`src/rtl/lcs_pkg.sv`:
```
// ----------------------------------------------------------------------------
// lcs_pkg: shared types and constants for the LCS length engine
// Request payloads, opcode and default capacity of the string A store.
// ----------------------------------------------------------------------------
package lcs_pkg;

  localparam int MAX_A_DEF = 256;
  localparam int CH_W      = 8;
  localparam int LCS_W     = 9;

  typedef enum logic {
    OP_A = 1'b0,
    OP_B = 1'b1
  } op_t;

  typedef struct packed {
    op_t             operation;
    logic [CH_W-1:0] ch;
    logic            no_char;
    logic            last;
  } in_t;

  typedef struct packed {
    logic [LCS_W-1:0] lcs_length;
    logic             overflow;
  } out_t;

  // B character travelling along the cell chain
  typedef struct packed {
    logic            valid;
    logic            has_char;
    logic            last;
    logic [CH_W-1:0] ch;
  } tok_t;

  // per-cell control, broadcast from the top level
  typedef struct packed {
    logic adv;    // chain advances this cycle
    logic flush;  // start of a new case: drop row, tokens and stored char
    logic wr;     // load the A character into this cell
  } cell_ctrl_t;

endpackage

```
`src/rtl/lcs_cell.sv`:
```
// ----------------------------------------------------------------------------
// lcs_cell: one position of string A in the systolic DP row
// Holds one A character and its match length; updates it as a B character
// passes and hands diag/left values to the next cell.
// ----------------------------------------------------------------------------
module lcs_cell #(
  parameter int LW = lcs_pkg::LCS_W
) (
  input  logic                    clk,
  input  logic                    rst_n,
  input  lcs_pkg::cell_ctrl_t     ctrl,
  input  logic [lcs_pkg::CH_W-1:0] wr_ch,
  input  lcs_pkg::tok_t           tok_i,
  input  logic [LW-1:0]           diag_i,
  input  logic [LW-1:0]           left_i,
  output lcs_pkg::tok_t           tok_o,
  output logic [LW-1:0]           diag_o,
  output logic [LW-1:0]           left_o
);

  logic [lcs_pkg::CH_W-1:0] ch_r;
  logic                     vld_r;
  logic [LW-1:0]            row_r;
  lcs_pkg::tok_t            tok_r;
  logic [LW-1:0]            diag_r;
  logic [LW-1:0]            left_r;
  logic                     hit;
  logic [LW-1:0]            val_nxt;

  assign hit = tok_i.valid && tok_i.has_char && vld_r;

  always_comb begin
    if (ch_r == tok_i.ch) begin
      val_nxt = diag_i + LW'(1);
    end else begin
      val_nxt = (left_i > row_r) ? left_i : row_r;
    end
  end

  always_ff @(posedge clk) begin
    if (!rst_n) begin
      vld_r <= 1'b0;
      row_r <= '0;
      tok_r <= '0;
    end else begin
      if (ctrl.flush) begin
        vld_r <= 1'b0;
        row_r <= '0;
        tok_r <= '0;
      end else if (ctrl.adv) begin
        tok_r <= tok_i;
        if (hit) begin
          row_r <= val_nxt;
        end
      end
      if (ctrl.wr) begin
        vld_r <= 1'b1;
      end
    end
  end

  always_ff @(posedge clk) begin
    if (ctrl.wr) begin
      ch_r <= wr_ch;
    end
    if (ctrl.adv) begin
      // unused positions pass the diag and left values on unchanged
      diag_r <= vld_r ? row_r : diag_i;
      left_r <= vld_r ? (hit ? val_nxt : row_r) : left_i;
    end
  end

  assign tok_o  = tok_r;
  assign diag_o = diag_r;
  assign left_o = left_r;

endmodule

```
`config.mk`:
```
export PLATFORM = sky130hd
export DESIGN_NAME = lcs_cell
export DESIGN_NICKNAME = d
export VERILOG_FILES = /design/src/rtl/lcs_pkg.sv /design/src/rtl/lcs_cell.sv
export SDC_FILE = /design/constraint.sdc
export NUM_CORES = 1
export LEC_CHECK = 0
export ABC_AREA = 0
export BUFFER_PORTS_ARGS = -buffer_cell sky130_fd_sc_hd__buf_2
export CAP_MARGIN = 40
export CELL_PAD_IN_SITES_DETAIL_PLACEMENT = 0
export CELL_PAD_IN_SITES_GLOBAL_PLACEMENT = 1
export CORE_ASPECT_RATIO = 0.75
export CORE_MARGIN = 3
export CORE_UTILIZATION = 43
export DETAILED_ROUTE_END_ITERATION = 10
export HOLD_SLACK_MARGIN = 0.08
export MAX_ROUTING_LAYER = met4
export PLACE_DENSITY = 0.84
export SLEW_MARGIN = 20
export SYNTH_ARGS = -nofsm -noshare
export SYNTH_HDL_FRONTEND = slang
export SYNTH_SLANG_ARGS = --single-unit
```
`constraint.sdc`:
```
create_clock -name clk -period 6.3 [get_ports clk]
set_input_delay 1.26 -clock clk [delete_from_list [all_inputs] [get_ports clk]]
set_output_delay 1.26 -clock clk [all_outputs]
set_load 0.005 [all_outputs]
```
==> results of run 1 <==
==> area by class of cell <==
| type | count | area [sq um] | area share |
|---|---|---|---|
| timing repair buffer | 71 | 358 | 0.119 |
| sequential | 47 | 1200 | 0.399 |
| tap | 75 | 93.8 | 0.0311 |
| inverter | 12 | 45.0 | 0.0150 |
| clock inverter | 2 | 12.5 | 0.00415 |
| multi-input combinational | 163 | 1230 | 0.408 |
| clock buffer | 6 | 72.6 | 0.0241 |
==> worst reg2reg max path: stages (launching register included) <==
cell      delay, ns
dfxtp_1        0.81
and3_1         0.38
and2_1         0.41
nand2_2        0.14
nor4_2         0.51
nand2b_4       0.25
a211o_1        0.12
==> power groups by stage <==
stage	Sequential (mW)	Clock, mW	Combinational, mW
after floorplan	0.354	0	0.0497
after global placement	0.355	0	0.0912
after detailed placement	0.355	0	0.0924
after CTS	0.348	0.183	0.0931
after global routing	0.350	0.200	0.104
final	0.348	0.181	0.0931
==> final timing paths <==
| kind | start | to | slack (ns) | cells after the start |
|---|---|---|---|---|
| max reg2reg | vld_r | row_r[2] | 3.64 | 6 |
| min | tok_o[10] | tok_o[10] | 0.49 | 2 |
| min reg2reg | tok_o[10] | tok_o[10] | 0.49 | 2 |
| max | left_i[8] | left_o[4] | 3.10 | 8 |
==> cell families after synthesis <==
| kind of cell | after synthesis | share of synthesized area |
|---|---|---|
| and+or+nand+nor | 71 | 0.147 |
| AOI/OAI and AO/OA | 44 | 0.143 |
| muxes | 23 | 0.0950 |
| adders and majority gates | 10 | 0.0495 |
| buffers and inverters | 21 | 0.0381 |
| DFF | 47 | 0.475 |
| xor gates and xnor gates | 15 | 0.0520 |
==> stage by stage <==
stage	power, mW	hold WS (ns)	instances	setup slack [ns]
after CTS	0.625	0.498	376	3.16
after global routing	0.654	0.536	376	2.98
after global placement	0.446	0.468	367	2.52
after floorplan	0.404	0.479	231	3.14
after detailed placement	0.448	0.473	368	2.86
final	0.622	0.494	376	3.10
==> synth_stat cells (4+ instances only) <==
library cell  instances  area [sq um]
xnor2_1               4          35.0
mux2i_1              15           150
a21oi_1               9          45.0
mux2_2                8          90.1
nor2b_1               7          43.8
a31oi_1               4          25.0
nand3_1               7          35.0
dfxtp_1              21           420
nor2_1               19          71.3
inv_1                12          45.0
o21ai_1               5          25.0
a221o_1               5          50.1
nor3_1                5          25.0
buf_4                 4          30.0
xor2_1               11          96.3
edfxtp_1             26           781
nand2_1              14          52.6
ha_1                 10           125
==> sequential cells by signal (all words and copies together), names as in the netlist <==
| register | cells |
|---|---|
| tok_o | 11 |
| left_o | 9 |
| vld_r | 1 |
| diag_o | 9 |
| row_r | 9 |
| ch_r | 8 |
==> per-layer routing <==
metal,GRT usage,up-vias,share of wire
met3,0.0363,2,0.069
met5,-,-,0
met1,0.286,920,0.51
met2,0.261,76,0.41
li1,-,993,-
met4,0.0400,0,0.0063
==> metrics.txt, run 1 <==
status completed; share of post-route cells with drive strength above 1 0.319; fillers 513; # setup viols final 0; critical path capture point type register; Synth cell types 53; minimum clock period between 3 and 4 ns; headroom to the max-slew limit 0.498; clk_lat worst skew 0.29 ns; TritonCTS buffer count 5; DR vias/cell roughly 5.3; CP bufs+invs 2; crit path cell chain buf_2, ha_1, nand2_1, o21ai_1, a21oi_1, o41ai_2, buf_4, o21ai_1; routed len/inst 16.0 um; Worst Path Required roughly 6.4 ns; Async SR Flop Fraction 0; Clock Tree Buf Depth 2; Final Hold Viols 0; nets@finish between 300 and 400; Worst EP arrival about 3.3 ns; kind of critical path input port to register; PD cells approximately 210 mW/mm^2; combinational power share 0.150; Post-CTS Resized 0; Initial Utilization 0.460; Clock power frac 0.291; Slew @ Worst Pin about 0.75 ns; cell area after synthesis around 0.0025 sq mm; fin area between 0.003 and 0.004 sq mm; Pint roughly 0.46 mW; Post-CTS Setup Bufs 0; gr ovfl total 0; CP max stage delay between 0.6 and 0.7 ns; TNS Setup 0 ns; Antenna Nets Post-Route 0; GRT Overall Usage 0.189; antenna cells 0; Yosys Warn Count 0; antenna violations before repair 0; switching power between 0.15 and 0.2 mW; Peak VDD IR ~100 uV; core footprint about 0.0055 sq mm; Max Cap Viol 0; unrepaired setup endpoints after global routing no; Clock Tree Root clkbuf_8; DIE AREA 0.00684 sq mm; Crit path max-delay family compound AO/OA/AOI/OAI gates; hold buffers post-CTS 0; CTS tree yes; final core utilization 0.548; Critical Path Start Type input port; Detailed Route WL 6000 um; P_leak ~1.3 nW; Worst path most repeated cell o21ai_1; die width about 95 um; synthesized instance count 231; Vert. Die Dim 72.4 um; DR pass1 iterations 4; DR DRC count 0; Post-synth EDFFs 26; fmax approximately 0.31 GHz; Hold WC Path Type register to register; via count roughly 2,000; GPL Wtd Cong ~0.90; sequential share of the synthesized area 0.475; first-pass GRT wire length ~10000 um; most frequent cells in the layout buf_2, edfxtp_1, dfxtp_1; sequential cell fraction of total power 0.560; Synth Flop Type edfxtp_1; Boundary Pins between 70 and 80; Slowest cell on crit path o41ai_2; commonest non-fill, non-tap cell in the layout buf_2; 1st-iter DRT viols ~140; area of placed instances between 0.002 and 0.003 sq mm; switch share 0.259; clk sinks 47; fin crit share 0.508; Clock transition at path regs ~0.09 ns; Synth Area per Inst around 11 sq um; Max Slew Vio Count 0; Worst Skew between 0.007 and 0.008 ns; H-tree depth 2; PortBufs 70; syn_nets about 280; vias in the first global route roughly 1,900; P&R area growth vs syn 19.2%; largest net degree at the start of global routing 32; CP max FO 8; FP Rows 23; DP HPWL roughly 4600 um; synthesis-stage register bit count 47
Power figures use the tool's default switching activity.
==> run 2: changes to the inputs <==
ABC_AREA = 1   (was 0)
CORE_UTILIZATION = 38   (was 43)
PLACE_DENSITY = 0.79   (was 0.84)
clock period = 3.1 ns   (was 6.3 ns; I/O delays follow)
==> run 2 against run 1 <==
  * Worst setup slack worse by 2.0 ns
  * Worst hold slack worse by 0.023 ns
  * Combinational power grew to 2.6 times the previous value
  * Synthesized cell count is 49% higher
  * Sequential cell count stayed put
  * Power is 130% higher
  * Die area is 19% higher
  * Clock-buffer cell count is 1 higher
  * Critical path type is now register to register
  * Largest cell class unchanged
  * Largest power group unchanged
  * Highest routed layer unchanged
==> metrics.txt, run 2 <==
area leader, netlist edfxtp_1 (unchanged); fin crit share 0.655; Vert. Die Dim 78.9 um (was 72.4 um); Worst Path Required 3.15 ns (was 6.36 ns); # setup viols final 0 (unchanged); synthesized instance count 345 (was 231); TritonCTS buffer count 5 (unchanged); count leader, synth nand2_1 (was edfxtp_1); Detailed Route WL 6440 um (was 6000 um); Boundary Pins 71 (unchanged); Max Slew Vio Count 0 (unchanged); switching power 0.371 mW (was 0.161 mW); gr ovfl total 0 (unchanged); TNS Setup 0 ns (unchanged); cell area after synthesis 0.00269 sq mm (was 0.00253 sq mm); via count 2,320 (was 1,991); 1st-iter DRT viols 109 (was 144); Async SR Flop Fraction 0 (unchanged); combinational power share 0.167 (was 0.150); Post-synth EDFFs 26 (unchanged); hold buffers post-CTS 0 (unchanged); final core utilization 0.493 (was 0.548); Pwr Total 1.46 mW (was 0.622 mW); Yosys Warn Count 0 (unchanged); Antenna Nets Post-Route 0 (unchanged); nets@finish 466 (was 352); FP Rows 25 (was 23); Post-CTS Setup Bufs 0 (unchanged); Post-CTS Resized 0 (unchanged); first-pass GRT wire length 10,700 um (was 9730 um); area of placed instances 0.00311 sq mm (was 0.00293 sq mm); sequential share of the synthesized area 0.447 (was 0.475); GRT Overall Usage 0.172 (was 0.189); antenna cells 0 (unchanged); syn_nets 397 (was 283); Synth Flop Type edfxtp_1 (unchanged); Clock Tree Buf Depth 2 (unchanged); largest net degree at the start of global routing 29 (was 32); DR pass1 iterations 4 (unchanged); most frequent cells in the layout nand2_1, buf_2, inv_1 (was buf_2, edfxtp_1, dfxtp_1); H-tree depth 2 (unchanged); Initial Utilization 0.409 (was 0.460); synth cell count leaders nand2_1, inv_1, edfxtp_1 (was edfxtp_1, dfxtp_1, nor2_1); final non-filler cell total 496 (was 376); CP max FO 8 (unchanged); Hold WC Path Type register to register (unchanged); Slew @ Worst Pin 0.655 ns (was 0.753 ns); switch share 0.255 (was 0.259); critical path capture point type register (unchanged); Final Hold Viols 0 (unchanged); Final Worst Setup Slack 1.07 ns (was 3.10 ns); sequential cell fraction of total power 0.491 (was 0.560); fillers 659 (was 513); DP HPWL 5010 um (was 4580 um); Worst EP arrival 2.08 ns (was 3.25 ns); Largest register FFs 11 (unchanged); Synth cell types 29 (was 53); clk_lat worst skew 0.29 ns (about the same); P_leak 1.63 nW (was 1.26 nW); routed len/inst 13.0 um (was 16.0 um); antenna violations before repair 0 (unchanged); Post-Place Worst Slack 0.784 ns (was 2.86 ns); synthesis-stage register bit count 47 (unchanged); core footprint 0.00657 sq mm (was 0.00550 sq mm); fmax 0.492 GHz; unrepaired setup endpoints after global routing no (unchanged); Worst Skew 0.00437 ns (was 0.00781 ns); status completed (unchanged); Max Cap Viol 0 (unchanged); final hold slack 0.471 ns (was 0.494 ns); commonest non-fill, non-tap cell in the layout nand2_1 (was buf_2); PD cells 450 mW/mm^2 (was 206 mW/mm^2); CTS tree yes (unchanged); headroom to the max-slew limit 0.563 (was 0.498); ranking of synthesized cells by area edfxtp_1, nand2_1, dfxtp_1, inv_1, ha_1 (was edfxtp_1, dfxtp_1, mux2i_1, ha_1, xor2_1); clk sinks 47 (unchanged); die width 103 um (was 94.5 um); Synth Area per Inst 7.79 sq um (was 10.9 sq um); Placed Cells 488 (was 368); P&R area growth vs syn 20.3% (was 19.2%); kind of critical path register to register (was input port to register); PortBufs 70 (unchanged); Clock transition at path regs 0.09 ns (about the same); share of post-route cells with drive strength above 1 0.258 (was 0.319); DR vias/cell 4.68 (was 5.30); Clock Tree Root clkbuf_8 (unchanged); fin area 0.00324 sq mm (was 0.00301 sq mm); DR DRC count 0 (unchanged); minimum clock period 2.03 ns; Critical Path Start Type register (was input port); Peak VDD IR 241 uV (was 98.2 uV); Clock power frac 0.342 (was 0.291); DIE AREA 0.00813 sq mm (was 0.00684 sq mm); Pint 1.08 mW (was 0.461 mW); vias in the first global route 2,186 (was 1,902); area share of the largest cell type after synthesis 0.290 (was 0.309); GPL Wtd Cong 0.871 (was 0.898)
==> run 2: per-layer routing <==
| layer | up-vias | part of all wire | global-route usage |
|---|---|---|---|
| met5 | - | 0 | - |
| met4 | 0 | 0.0059 | 0.0349 |
| met3 | 4 | 0.064 | 0.0316 |
| met2 | 65 | 0.38 | 0.227 |
| met1 | 1020 | 0.55 | 0.271 |
| li1 | 1231 | - | - |
==> run 2: final timing paths <==
| check | startpoint | slack (ns) | cells past startpoint | to |
|---|---|---|---|---|
| setup / recovery | row_r[6] | 1.07 | 15 | left_o[1] |
| hold / removal | tok_o[10] | 0.47 | 2 | tok_o[10] |
| setup reg to reg | row_r[6] | 1.07 | 15 | left_o[1] |
| hold reg to reg | tok_o[10] | 0.47 | 2 | tok_o[10] |
==> run 2: final cells by class <==
class	count	area (sq um)	share of cell area
clock buffer	7	97.6	0.0302
clock inverter	1	30.0	0.00928
inverter	45	169	0.0522
multi-input combinational	243	1270	0.393
sequential	47	1200	0.371
tap	81	101	0.0313
timing repair buffer	72	365	0.113
==> run 2: worst max-delay path: stages, from the launching register on <==
cell     delay, ns
dfxtp_1       0.35
inv_1         0.11
ha_1          0.31
nand2_1       0.07
inv_2         0.05
nand2_2       0.07
nor2_4        0.10
o21ai_1       0.08
nand2_2       0.11
nand2_4       0.09
nand2_2       0.10
nand2_4       0.10
nand2_2       0.08
nand2_1       0.06
nand2_1       0.06
o21ai_1       0.06
==> run 2: power by group through the flow <==
stage          clock (mW)  sequential [mW]  combinational [mW]
2_1_floorplan           0            0.730               0.144
3_3_place_gp            0            0.728               0.242
6_report            0.498            0.714               0.243
4_1_cts             0.513            0.715               0.245
5_1_grt             0.539            0.719               0.280
3_5_place_dp            0            0.728               0.244
==> run 2: cell families (layout without fill, tap and decap cells) <==
logic type / Yosys count / in the layout / share of synthesized area
AOI/OAI and AO/OA: 48 / 48 / 0.0973
xor gates and xnor gates: 14 / 14 / 0.0456
adders and majority gates: 10 / 10 / 0.0465
buffers and inverters: 55 / 125 / 0.0805
DFF: 47 / 47 / 0.447
and+or+nand+nor: 171 / 171 / 0.283
